`config.mk`:
```
export PLATFORM = sky130hd
export DESIGN_NAME = fat_directory_name_extractor_top
export DESIGN_NICKNAME = d
export VERILOG_FILES = /design/src/fde_pkg.sv /design/src/fde_front.sv /design/src/fde_queue.sv /design/src/fde_back.sv /design/src/fat_directory_name_extractor_top.sv
export SDC_FILE = /design/constraint.sdc
export NUM_CORES = 2
export LEC_CHECK = 0
export ABC_AREA = 1
export BUFFER_PORTS_ARGS = -buffer_cell sky130_fd_sc_hd__buf_4
export CORE_MARGIN = 1.5
export CORE_UTILIZATION = 58
export DETAILED_ROUTE_END_ITERATION = 7
export PLACE_DENSITY = 0.8
export REMOVE_ABC_BUFFERS = 1
export SLEW_MARGIN = 20
export SYNTH_ARGS = -nofsm -noshare
export SYNTH_HDL_FRONTEND = slang
export SYNTH_SLANG_ARGS = --single-unit
```
`constraint.sdc`:
```
create_clock -name i_clk -period 45.3 [get_ports i_clk]
set_input_delay 2.265 -clock i_clk [delete_from_list [all_inputs] [get_ports i_clk]]
set_output_delay 2.265 -clock i_clk [all_outputs]
set_load 0.01 [all_outputs]
```
`src/fde_pkg.sv`:
```
`timescale 1ns / 1ps
package fde_pkg;

    localparam int ENTRY_BYTES = 32;
    localparam int STORE_BYTES = 256;
    localparam int MAX_SLOTS   = 20;
    localparam int SNAME_BYTES = 12;

    localparam logic [19:0] LIMIT_RESET = 20'd4096;

    localparam logic [7:0] CH_SPACE   = 8'h20;
    localparam logic [7:0] CH_DOT     = 8'h2E;
    localparam logic [7:0] CH_NEWLINE = 8'h0A;
    localparam logic [7:0] MARK_FREE  = 8'hE5;
    localparam logic [7:0] ATTR_LFN   = 8'h0F;
    localparam logic [7:0] ATTR_VOL   = 8'h08;
    localparam logic [7:0] ORDER_LAST = 8'h40;
    localparam logic [5:0] SLOT_MASK  = 6'h3F;

    localparam logic [1:0] KIND_TEXT  = 2'd0;
    localparam logic [1:0] KIND_END   = 2'd1;
    localparam logic [1:0] KIND_LIMIT = 2'd2;

    typedef enum logic [1:0] {
        OP_END,
        OP_CLR,
        OP_LFN,
        OP_NAME
    } t_op;

    typedef struct packed {
        logic                        clr;
        t_op                         op;
        logic [ENTRY_BYTES*8-1:0]    ent;
    } t_cmd;

    typedef struct packed {
        logic push;
        logic full;
        logic pop;
        logic empty;
    } t_qctl;

    // byte offset of each long-name character inside the entry
    function automatic logic [4:0] lfn_off(input logic [3:0] k);
        logic [4:0] o;
        unique case (k)
            4'd0:    o = 5'd1;
            4'd1:    o = 5'd3;
            4'd2:    o = 5'd5;
            4'd3:    o = 5'd7;
            4'd4:    o = 5'd9;
            4'd5:    o = 5'd14;
            4'd6:    o = 5'd16;
            4'd7:    o = 5'd18;
            4'd8:    o = 5'd20;
            4'd9:    o = 5'd22;
            4'd10:   o = 5'd24;
            4'd11:   o = 5'd28;
            4'd12:   o = 5'd30;
            default: o = 5'd1;
        endcase
        return o;
    endfunction

endpackage

```
`src/fde_front.sv`:
```
`timescale 1ns / 1ps
module fde_front (
    input  logic          i_clk,
    input  logic          i_rst_n,
    input  logic          i_in_valid,
    output logic          o_in_ready,
    input  logic [7:0]    i_dir_byte,
    input  logic          i_new_listing,
    input  logic          i_q_full,
    output logic          o_push,
    output fde_pkg::t_cmd o_cmd
);

    logic [4:0] r_pos;
    logic [7:0] r_ent [fde_pkg::ENTRY_BYTES];
    logic       r_clr_pend;
    logic       w_acc;
    logic [4:0] w_pos;
    logic [fde_pkg::ENTRY_BYTES*8-1:0] w_flat;
    logic [7:0] w_first;
    logic [7:0] w_attr;

    assign o_in_ready = !((r_pos == 5'd31) && i_q_full);
    assign w_acc      = i_in_valid && o_in_ready;
    assign w_pos      = i_new_listing ? 5'd0 : r_pos;
    assign o_push     = w_acc && !i_new_listing && (r_pos == 5'd31);

    always_comb begin
        for (int i = 0; i < fde_pkg::ENTRY_BYTES - 1; i++) begin
            w_flat[i*8 +: 8] = r_ent[i];
        end
        w_flat[(fde_pkg::ENTRY_BYTES-1)*8 +: 8] = i_dir_byte;
    end

    assign w_first = w_flat[7:0];
    assign w_attr  = w_flat[11*8 +: 8];

    // classify the finished entry
    always_comb begin
        o_cmd.clr = r_clr_pend;
        o_cmd.ent = w_flat;
        if (w_first == 8'h00) begin
            o_cmd.op = fde_pkg::OP_END;
        end else if (w_first == fde_pkg::MARK_FREE) begin
            o_cmd.op = fde_pkg::OP_CLR;
        end else if (w_attr == fde_pkg::ATTR_LFN) begin
            o_cmd.op = fde_pkg::OP_LFN;
        end else if ((w_attr & fde_pkg::ATTR_VOL) != 8'h00) begin
            o_cmd.op = fde_pkg::OP_CLR;
        end else begin
            o_cmd.op = fde_pkg::OP_NAME;
        end
    end

    always_ff @(posedge i_clk) begin
        if (w_acc) begin
            r_ent[w_pos] <= i_dir_byte;
        end
    end

    always_ff @(posedge i_clk) begin
        if (!i_rst_n) begin
            r_pos      <= 5'd0;
            r_clr_pend <= 1'b0;
        end else if (w_acc) begin
            r_pos <= w_pos + 5'd1;
            if (i_new_listing) begin
                r_clr_pend <= 1'b1;
            end else if (o_push) begin
                r_clr_pend <= 1'b0;
            end
        end
    end

endmodule

```
`src/fde_queue.sv`:
```
`timescale 1ns / 1ps
module fde_queue (
    input  logic          i_clk,
    input  logic          i_rst_n,
    input  logic          i_push,
    input  fde_pkg::t_cmd i_cmd,
    input  logic          i_pop,
    output fde_pkg::t_cmd o_cmd,
    output fde_pkg::t_qctl o_ctl
);

    fde_pkg::t_cmd r_mem [2];
    logic          r_wp;
    logic          r_rp;
    logic [1:0]    r_cnt;

    assign o_cmd       = r_mem[r_rp];
    assign o_ctl.push  = i_push;
    assign o_ctl.pop   = i_pop;
    assign o_ctl.full  = (r_cnt == 2'd2);
    assign o_ctl.empty = (r_cnt == 2'd0);

    always_ff @(posedge i_clk) begin
        if (i_push) begin
            r_mem[r_wp] <= i_cmd;
        end
    end

    always_ff @(posedge i_clk) begin
        if (!i_rst_n) begin
            r_wp  <= 1'b0;
            r_rp  <= 1'b0;
            r_cnt <= 2'd0;
        end else begin
            if (i_push) r_wp <= !r_wp;
            if (i_pop)  r_rp <= !r_rp;
            r_cnt <= r_cnt + {1'b0, i_push} - {1'b0, i_pop};
        end
    end

endmodule

```
`src/fde_back.sv`:
```
`timescale 1ns / 1ps
module fde_back (
    input  logic           i_clk,
    input  logic           i_rst_n,
    input  logic           i_out_limit_we,
    input  logic [19:0]    i_out_limit,
    input  fde_pkg::t_cmd  i_cmd,
    input  fde_pkg::t_qctl i_qctl,
    output logic           o_pop,
    output logic           o_out_valid,
    input  logic           i_out_ready,
    output logic [63:0]    o_text_chunk,
    output logic [3:0]     o_chunk_bytes,
    output logic [1:0]     o_kind,
    output logic           o_last,
    output logic [19:0]    o_written_count
);

    typedef enum logic [7:0] {
        S_IDLE = 8'b00000001,
        S_LFN  = 8'b00000010,
        S_SRD  = 8'b00000100,
        S_SCHK = 8'b00001000,
        S_DEC  = 8'b00010000,
        S_ERD  = 8'b00100000,
        S_EACC = 8'b01000000,
        S_OUT  = 8'b10000000
    } t_state;

    t_state      r_state;
    logic [19:0] r_limit;
    logic [19:0] r_off;
    logic        r_done;
    logic [fde_pkg::ENTRY_BYTES*8-1:0] r_ent;
    logic [8:0]  r_base;
    logic [3:0]  r_k;
    logic [7:0]  r_idx;
    logic [7:0]  r_c0;
    logic [7:0]  r_c1;
    logic [7:0]  r_len;
    logic        r_long;
    logic [7:0]  r_pos;
    logic [2:0]  r_cnt;
    logic [63:0] r_chunk;
    logic [7:0]  r_mem [fde_pkg::STORE_BYTES];
    logic [fde_pkg::STORE_BYTES-1:0] r_vld;
    logic [7:0]  r_rd;
    logic        r_rdv;

    logic [7:0]  w_rd_addr;
    logic [7:0]  w_rdval;
    logic        w_we;
    logic [8:0]  w_wa;
    logic [7:0]  w_wd;
    logic [4:0]  w_off;
    logic [15:0] w_ch;
    logic [5:0]  w_slot;
    logic [7:0]  c_sname [fde_pkg::SNAME_BYTES];
    logic [3:0]  c_slen;
    logic [7:0]  w_ln;
    logic [7:0]  w_a0;
    logic [7:0]  w_a1;
    logic        w_dot;
    logic        w_fit;
    logic [7:0]  w_char;
    logic [63:0] n_chunk;
    logic [3:0]  w_n;

    assign w_rdval   = r_rdv ? r_rd : 8'h00;
    assign w_rd_addr = (r_state == S_ERD) ? r_pos : r_idx;
    assign w_slot    = i_cmd.ent[5:0] & fde_pkg::SLOT_MASK;

    // 8.3 name: base up to space, dot and extension, cut at a zero byte
    always_comb begin
        logic stop;
        logic zf;
        logic [3:0] len;
        stop = 1'b0;
        zf   = 1'b0;
        len  = 4'd0;
        for (int i = 0; i < fde_pkg::SNAME_BYTES; i++) c_sname[i] = 8'h00;
        for (int k = 0; k < 8; k++) begin
            if (!stop && r_ent[k*8 +: 8] != fde_pkg::CH_SPACE) begin
                c_sname[len] = r_ent[k*8 +: 8];
                len = len + 4'd1;
            end else begin
                stop = 1'b1;
            end
        end
        if (r_ent[8*8 +: 8] != fde_pkg::CH_SPACE) begin
            c_sname[len] = fde_pkg::CH_DOT;
            len  = len + 4'd1;
            stop = 1'b0;
            for (int k = 8; k < 11; k++) begin
                if (!stop && r_ent[k*8 +: 8] != fde_pkg::CH_SPACE) begin
                    c_sname[len] = r_ent[k*8 +: 8];
                    len = len + 4'd1;
                end else begin
                    stop = 1'b1;
                end
            end
        end
        c_slen = len;
        for (int i = 0; i < fde_pkg::SNAME_BYTES; i++) begin
            if (!zf && 4'(i) < len && c_sname[i] == 8'h00) begin
                c_slen = 4'(i);
                zf     = 1'b1;
            end
        end
    end

    assign w_ln  = (r_idx == 8'd0) ? {4'd0, c_slen} : r_idx;
    assign w_a0  = (r_idx == 8'd0) ? c_sname[0] : r_c0;
    assign w_a1  = (r_idx == 8'd0) ? c_sname[1] : r_c1;
    assign w_dot = ((w_ln == 8'd1) && (w_a0 == fde_pkg::CH_DOT)) ||
                   ((w_ln == 8'd2) && (w_a0 == fde_pkg::CH_DOT) && (w_a1 == fde_pkg::CH_DOT));
    assign w_fit = ({1'b0, r_off} + {13'd0, w_ln} + 21'd1) < {1'b0, r_limit};

    // long-name character write
    assign w_off = fde_pkg::lfn_off(r_k);
    assign w_ch  = {r_ent[{w_off + 5'd1, 3'b000} +: 8], r_ent[{w_off, 3'b000} +: 8]};
    assign w_wa  = r_base + {5'd0, r_k};
    always_comb begin
        if (r_k == 4'd13) begin
            w_wd = 8'h00;
            w_we = (r_state == S_LFN) && ((r_ent[7:0] & fde_pkg::ORDER_LAST) != 8'h00)
                   && !w_wa[8];
        end else begin
            w_wd = (w_ch == 16'h0000 || w_ch == 16'hFFFF) ? 8'h00 : w_ch[7:0];
            w_we = (r_state == S_LFN) && !w_wa[8];
        end
    end

    assign w_char  = (r_pos == r_len) ? fde_pkg::CH_NEWLINE :
                     (r_long ? w_rdval : c_sname[r_pos[3:0]]);
    assign w_n     = {1'b0, r_cnt} + 4'd1;
    always_comb begin
        n_chunk = r_chunk;
        n_chunk[{r_cnt, 3'b000} +: 8] = w_char;
    end

    assign o_pop = (r_state == S_IDLE) && !i_qctl.empty;

    always_ff @(posedge i_clk) begin
        if (w_we) r_mem[w_wa[7:0]] <= w_wd;
        r_rd  <= r_mem[w_rd_addr];
        r_rdv <= r_vld[w_rd_addr];
    end

    always_ff @(posedge i_clk) begin
        if (!i_rst_n) begin
            r_state     <= S_IDLE;
            r_limit     <= fde_pkg::LIMIT_RESET;
            r_off       <= 20'd0;
            r_done      <= 1'b0;
            r_vld       <= '0;
            o_out_valid <= 1'b0;
        end else begin
            if (i_out_limit_we) r_limit <= i_out_limit;
            if (w_we) r_vld[w_wa[7:0]] <= 1'b1;
            unique case (r_state)
                S_IDLE: begin
                    if (o_pop) begin
                        if (i_cmd.clr) begin
                            r_off <= 20'd0;
                            if (i_cmd.op != fde_pkg::OP_CLR) r_vld  <= '0;
                            if (i_cmd.op != fde_pkg::OP_END) r_done <= 1'b0;
                        end
                        r_ent <= i_cmd.ent;
                        if (i_cmd.clr || !r_done) begin
                            unique case (i_cmd.op)
                                fde_pkg::OP_END: begin
                                    r_done          <= 1'b1;
                                    o_text_chunk    <= 64'd0;
                                    o_chunk_bytes   <= 4'd0;
                                    o_kind          <= fde_pkg::KIND_END;
                                    o_last          <= 1'b1;
                                    o_written_count <= i_cmd.clr ? 20'd0 : r_off;
                                    o_out_valid     <= 1'b1;
                                    r_state         <= S_OUT;
                                end
                                fde_pkg::OP_CLR: r_vld <= '0;
                                fde_pkg::OP_LFN: begin
                                    if (w_slot != 6'd0 && w_slot <= 6'(fde_pkg::MAX_SLOTS)) begin
                                        r_base  <= 9'(({3'd0, w_slot} - 9'd1) * 9'd13);
                                        r_k     <= 4'd0;
                                        r_state <= S_LFN;
                                    end
                                end
                                fde_pkg::OP_NAME: begin
                                    r_idx   <= 8'd0;
                                    r_state <= S_SRD;
                                end
                                default: r_state <= S_IDLE;
                            endcase
                        end
                    end
                end
                S_LFN: begin
                    r_k <= r_k + 4'd1;
                    if (r_k == 4'd13) r_state <= S_IDLE;
                end
                S_SRD: r_state <= S_SCHK;
                S_SCHK: begin
                    if (r_idx == 8'd0) r_c0 <= w_rdval;
                    if (r_idx == 8'd1) r_c1 <= w_rdval;
                    if (w_rdval == 8'h00 || r_idx == 8'd255) begin
                        r_state <= S_DEC;
                    end else begin
                        r_idx   <= r_idx + 8'd1;
                        r_state <= S_SRD;
                    end
                end
                S_DEC: begin
                    if (w_dot) begin
                        r_vld   <= '0;
                        r_state <= S_IDLE;
                    end else if (!w_fit) begin
                        r_vld           <= '0;
                        r_done          <= 1'b1;
                        o_text_chunk    <= 64'd0;
                        o_chunk_bytes   <= 4'd0;
                        o_kind          <= fde_pkg::KIND_LIMIT;
                        o_last          <= 1'b1;
                        o_written_count <= r_off;
                        o_out_valid     <= 1'b1;
                        r_state         <= S_OUT;
                    end else begin
                        r_len   <= w_ln;
                        r_long  <= (r_idx != 8'd0);
                        r_pos   <= 8'd0;
                        r_cnt   <= 3'd0;
                        r_chunk <= 64'd0;
                        r_state <= S_ERD;
                    end
                end
                S_ERD: r_state <= S_EACC;
                S_EACC: begin
                    r_pos <= r_pos + 8'd1;
                    if (r_cnt == 3'd7 || r_pos == r_len) begin
                        o_text_chunk    <= n_chunk;
                        o_chunk_bytes   <= w_n;
                        o_kind          <= fde_pkg::KIND_TEXT;
                        o_last          <= (r_pos == r_len);
                        o_written_count <= r_off + {16'd0, w_n};
                        r_off           <= r_off + {16'd0, w_n};
                        o_out_valid     <= 1'b1;
                        r_chunk         <= 64'd0;
                        r_cnt           <= 3'd0;
                        r_state         <= S_OUT;
                    end else begin
                        r_chunk <= n_chunk;
                        r_cnt   <= r_cnt + 3'd1;
                        r_state <= S_ERD;
                    end
                end
                S_OUT: begin
                    if (i_out_ready) begin
                        o_out_valid <= 1'b0;
                        if (o_kind == fde_pkg::KIND_TEXT && !o_last) begin
                            r_state <= S_ERD;
                        end else begin
                            if (o_kind == fde_pkg::KIND_TEXT) r_vld <= '0;
                            r_state <= S_IDLE;
                        end
                    end
                end
                default: r_state <= S_IDLE;
            endcase
        end
    end

    a_valid_in_out: assert property (@(posedge i_clk) disable iff (!i_rst_n)
        o_out_valid |-> (r_state == S_OUT))
        else $error("result shown outside output state");

    a_text_bytes: assert property (@(posedge i_clk) disable iff (!i_rst_n)
        (o_out_valid && o_kind == fde_pkg::KIND_TEXT) |-> (o_chunk_bytes != 4'd0))
        else $error("empty text chunk");

    a_store_cleared: assert property (@(posedge i_clk) disable iff (!i_rst_n)
        (o_out_valid && i_out_ready && o_kind == fde_pkg::KIND_TEXT && o_last)
        |=> (r_vld == '0))
        else $error("name store not cleared after name");

    a_no_pop_busy: assert property (@(posedge i_clk) disable iff (!i_rst_n)
        o_pop |-> !i_qctl.empty && (r_state == S_IDLE))
        else $error("queue popped while busy");

endmodule

```
`src/fat_directory_name_extractor_top.sv`:
```
`timescale 1ns / 1ps
// channel   | handshake                  | payload
// ----------+----------------------------+--------------------------------------------
// input     | i_in_valid / o_in_ready    | i_dir_byte, i_new_listing
// output    | o_out_valid / i_out_ready  | o_text_chunk, o_chunk_bytes, o_kind, o_last,
//           |                            | o_written_count
// config    | i_out_limit_we             | i_out_limit
//
// a request byte can be taken every cycle; the 32nd byte of an entry stalls only when the
// two-deep entry queue is full
// the back end handles one entry at a time: a long-name entry writes its chars into the
// name store; a name reads its stored chars one by one to find its length, then reads
// each emitted char and hands out chunks, through the single read port of the name store
// reset (synchronous, active low) clears control state and the name store valid bits;
// a waiting result holds the back end until taken
module fat_directory_name_extractor_top (
    input  logic        i_clk,
    input  logic        i_rst_n,
    input  logic        i_out_limit_we,
    input  logic [19:0] i_out_limit,
    input  logic        i_in_valid,
    output logic        o_in_ready,
    input  logic [7:0]  i_dir_byte,
    input  logic        i_new_listing,
    output logic        o_out_valid,
    input  logic        i_out_ready,
    output logic [63:0] o_text_chunk,
    output logic [3:0]  o_chunk_bytes,
    output logic [1:0]  o_kind,
    output logic        o_last,
    output logic [19:0] o_written_count
);

    fde_pkg::t_cmd  w_push_cmd;
    fde_pkg::t_cmd  w_head_cmd;
    fde_pkg::t_qctl w_qctl;
    logic           w_push;
    logic           w_pop;

    // front: gathers bytes into entries and classifies them
    fde_front u_front (
        .i_clk         (i_clk),
        .i_rst_n       (i_rst_n),
        .i_in_valid    (i_in_valid),
        .o_in_ready    (o_in_ready),
        .i_dir_byte    (i_dir_byte),
        .i_new_listing (i_new_listing),
        .i_q_full      (w_qctl.full),
        .o_push        (w_push),
        .o_cmd         (w_push_cmd)
    );

    // entry queue decouples the byte stream from name output
    fde_queue u_queue (
        .i_clk   (i_clk),
        .i_rst_n (i_rst_n),
        .i_push  (w_push),
        .i_cmd   (w_push_cmd),
        .i_pop   (w_pop),
        .o_cmd   (w_head_cmd),
        .o_ctl   (w_qctl)
    );

    // back: long-name store, name assembly and chunked output
    fde_back u_back (
        .i_clk           (i_clk),
        .i_rst_n         (i_rst_n),
        .i_out_limit_we  (i_out_limit_we),
        .i_out_limit     (i_out_limit),
        .i_cmd           (w_head_cmd),
        .i_qctl          (w_qctl),
        .o_pop           (w_pop),
        .o_out_valid     (o_out_valid),
        .i_out_ready     (i_out_ready),
        .o_text_chunk    (o_text_chunk),
        .o_chunk_bytes   (o_chunk_bytes),
        .o_kind          (o_kind),
        .o_last          (o_last),
        .o_written_count (o_written_count)
    );

endmodule
```
==> flow_summary_export.csv <==
group,metric,value,unit
timing,period_share,31.1,%
worst_setup_path,cp_max_fo,139,
worst_setup_path,r2r_cells,71,
yosys,yosysWarningCount,0,
power,power_frac_comb,3.4,%
worst_setup_path,path_class,"reg -> reg",
worst_setup_path,path_common_cell,"nand2_1",
timing,max_slew_margin,12.1,%
timing,drv_slew,0,
drt,antenna_left,0,
timing,finalHoldViolations,0,
floorplanning,core_area,0.265,mm²
worst_setup_path,r2r_setup_slack,31.22,ns
final_layout,final_area,0.170,mm²
clocking,cts_buffers,348,
clocking,root_buffer,"clkbuf_16",
worst_setup_path,startpoint,"u_back.r_ent[3]$_DFFE_PP_",
worst_hold_path,min_path_type,"reg -> reg",
drt,totalWireLength,462000,µm
drt,wl_per_cell,26.2,µm
final_layout,layout_common_cells,"edfxtp_1, nor2_1, o21ai_0",
placed_design,place_congestion,1.03,
grt,grt_max_degree,217,
final_layout,final_common_cell,"edfxtp_1",
power,clkPwrFrac,43.4,%
placed_design,placed_area,0.158,mm²
power,internal_power,5390,µW
yosys,netlist-cell-type-count,74,
floorplanning,chipWidth,519,µm
yosys,syn_avg_cell_area,11.0,µm²
grt,grt_pass1_wl,677000,µm
yosys,ys_seq_elements,3613,
placed_design,placed_cells,16952,
final_layout,nets,13907,
yosys,syn-cell-area,0.154,mm²
drt,drt_pre_antenna_iters,8,
yosys,yosys-top-cells-area,"edfxtp_1, o21ai_0, nor2_1, dfxtp_1, nand2_1",
yosys,yosysTopAreaCellShare,63.8,%
clocking,clockBufferDepth,4,
worst_setup_path,cp.required,46.10,ns
power,leakagePower,0.0580,µW
grt,grt_pass1_vias,106191,
power,seq_power_share,53.3,%
yosys,async_flop_share,0,%
drt,vias_per_cell,6.42,
worst_setup_path,cp.arrival,14.87,ns
clocking,ctsHoldBuffers,0,
grt,grt_antenna_before_repair,14,
timing,holdWs,0.432,ns
floorplanning,fp.dieArea,0.269,mm²
yosys,yosys.area.top_type,"edfxtp_1",
drt,route.detailed.drc,6,
clocking,clock_sinks,3613,
placed_design,port_buffers,126,
grt,grt_usage,33.4,%
timing,worstMarginPinSlew,1.32,ns
final_layout,fin_cells,17613,
worst_setup_path,r2r-end,"u_back.r_vld[213]$_SDFF_PN0_",
placed_design,dp_hpwl,276000,µm
power,p_sw_share,21.3,%
clocking,clk_latency,1.01,ns
worst_setup_path,worstReg2RegStart,"u_back.r_ent[3]$_DFFE_PP_",
final_layout,syn_to_final_growth,9.94,%
clocking,clk_pin_slew,0.07,ns
floorplanning,io_pins,127,
timing,setup_viol,0,
power,ir_drop,0.0410,mV
grt,grt_overflow,0,
outcome,violations,"DRC",
worst_setup_path,slowest_delay,0.72,ns
yosys,yosys_most_used_dff,"edfxtp_1",
worst_setup_path,cp-start-kind,"flop",
floorplanning,die_y,519,µm
timing,clock_skew,0.118,ns
drt,drtIter0Drc,17411,
yosys,synth_edf_count,3282,
power,p_per_area,40.4,mW/mm²
floorplanning,fp-row-count,189,
yosys,synthCells,14012,
clocking,htreeDepth,5,
timing,max_freq,0.0710,GHz
worst_setup_path,crit_path_end,"u_back.r_vld[213]$_SDFF_PN0_",
timing,tns,0,ns
timing,post-route-min-period,14.08,ns
drt,vias,113113,
yosys,ys_seq_area_share,68.1,%
clocking,cts_tree,"done",
worst_setup_path,cp-end-kind,"flop",
power,switching_power,1460,µW
floorplanning,initial_utilization,58.3,%
final_layout,final_util,64.1,%
timing,rsz0062_at_grt,"no",
clocking,cts.repair.resized,0,
worst_setup_path,slowest_stage,"nand2_8",
clocking,post_cts_buffers,0,
flow_run,max-cap-violations,0,
outcome,outcome,"complete, but fails checks",
final_layout,drive_gt1_share,8.03,%
per-stage QoR:
stage / power [µW] / setup WS, ns
2_1_floorplan: 3890 / -38.39
3_3_place_gp: 3940 / 31.42
3_5_place_dp: 3940 / 31.53
4_1_cts: 6860 / 31.50
5_1_grt: 7000 / 30.05
6_report: 6850 / 31.22
sequential cells by signal, summed over array words and instances (netlist names), 3 cells and up, named ones only:
name,count
u_front.r_pos,5
u_back.r_off,20
u_back.o_text_chunk,64
u_back.r_pos,8
u_back.r_k,4
u_back.o_written_count,20
u_back.r_c1,8
u_back.r_chunk,64
u_back.r_state,8
u_back.r_vld,256
u_back.r_rd,8
u_back.r_limit,20
u_back.r_ent,256
u_back.o_chunk_bytes,4
u_front.r_ent,248
u_back.r_mem,2048
u_back.r_len,8
u_back.w_off,5
u_queue.r_mem,518
u_back.r_idx,8
u_back.r_base,9
u_back.r_cnt,3
u_back.r_c0,8
layout make-up:
| class | instances | area (µm²) |
|---|---|---|
| flip-flops and latches | 3613 | 105000 |
| fillers | 19121 | 95300 |
| multi-input cells | 8925 | 43700 |
| clock buffers | 490 | 9740 |
| well taps | 3533 | 4420 |
| repair buffers | 295 | 2480 |
| inverters | 586 | 2240 |
| clock inverters | 158 | 2030 |
| diodes | 13 | 32.5 |
layer usage:
metal | track usage (%) | wire, µm | up-vias
li1 | - | - | 49664
met1 | 44.0 | 168000 | 54111
met2 | 51.9 | 211000 | 7786
met3 | 6.84 | 53400 | 1538
met4 | 19.2 | 29600 | 14
met5 | 0 | 82 | -
worst max-delay path, delay by kind of cell, from the launching register on:
| kind | cells | cell delay [ns] |
|---|---|---|
| adder cells (fa/ha/maj) | 8 | 2.66 |
| buffers and inverters | 9 | 1.35 |
| AND/OR/NAND/NOR | 42 | 6.48 |
| XOR/XNOR | 1 | 0.19 |
| flip-flops | 1 | 0.40 |
| multiplexers | 1 | 0.18 |
| AO/OA/AOI/OAI | 10 | 2.12 |
Yosys cell counts, types with 17 or more instances:
| cell type | instances |
|---|---|
| a21oi_1 | 352 |
| a221oi_1 | 18 |
| a31oi_1 | 27 |
| and2_1 | 22 |
| buf_1 | 25 |
| buf_2 | 22 |
| buf_6 | 26 |
| clkbuf_1 | 806 |
| clkinv_1 | 25 |
| dfxtp_1 | 331 |
| edfxtp_1 | 3282 |
| ha_1 | 96 |
| inv_1 | 523 |
| inv_2 | 37 |
| nand2_1 | 1732 |
| nand2_2 | 23 |
| nand3_1 | 520 |
| nand4_1 | 65 |
| nor2_1 | 2529 |
| nor2_2 | 127 |
| nor3_1 | 58 |
| nor3b_1 | 17 |
| nor4_1 | 29 |
| o211ai_1 | 167 |
| o21ai_0 | 2074 |
| o21ai_1 | 84 |
| o221ai_1 | 168 |
| o22ai_1 | 593 |
| or2_2 | 18 |
| xor2_1 | 38 |
power groups by stage:
stage | Combinational [µW] | Sequential, µW | Clock (µW)
after CTS | 225 | 3650 | 2980
after global routing | 246 | 3650 | 3100
after detailed placement | 223 | 3720 | 0
after floorplan | 151 | 3740 | 0
after global placement | 219 | 3720 | 0
final | 231 | 3650 | 2970
worst min-delay path by stage:
| stage | slack [ns] | to | startpoint | cells past startpoint |
|---|---|---|---|---|
| 4_1_cts | 0.43 | u_queue.r_mem[1][80]$_DFFE_PP_ | u_front.r_ent[10][0]$_DFFE_PP_ | 0 |
| 3_5_place_dp | 0.43 | u_queue.r_mem[0][51]$_DFFE_PP_ | u_front.r_ent[6][3]$_DFFE_PP_ | 0 |
| 6_report | 0.43 | u_queue.r_mem[0][182]$_DFFE_PP_ | u_front.r_ent[22][6]$_DFFE_PP_ | 0 |
| 3_3_place_gp | 0.42 | u_queue.r_mem[0][75]$_DFFE_PP_ | u_front.r_ent[9][3]$_DFFE_PP_ | 0 |
| 5_1_grt | 0.44 | u_queue.r_mem[0][86]$_DFFE_PP_ | u_front.r_ent[10][6]$_DFFE_PP_ | 0 |
| 2_1_floorplan | 0.42 | u_queue.r_mem[0][100]$_DFFE_PP_ | u_front.r_ent[12][4]$_DFFE_PP_ | 0 |
logic make-up after synthesis:
logic type                 count (synthesis)  synth area share [%]
AOI/OAI and AO/OA                       3559                  12.9
xor gates and xnor gates                  46                 0.261
adders and majority gates                104                 0.881
buffers and inverters                   1474                  3.79
DFF                                     3613                  68.1
muxes                                      3                0.0194
and+or+nand+nor                         5213                  14.0
(Power assumes the default switching activity.)
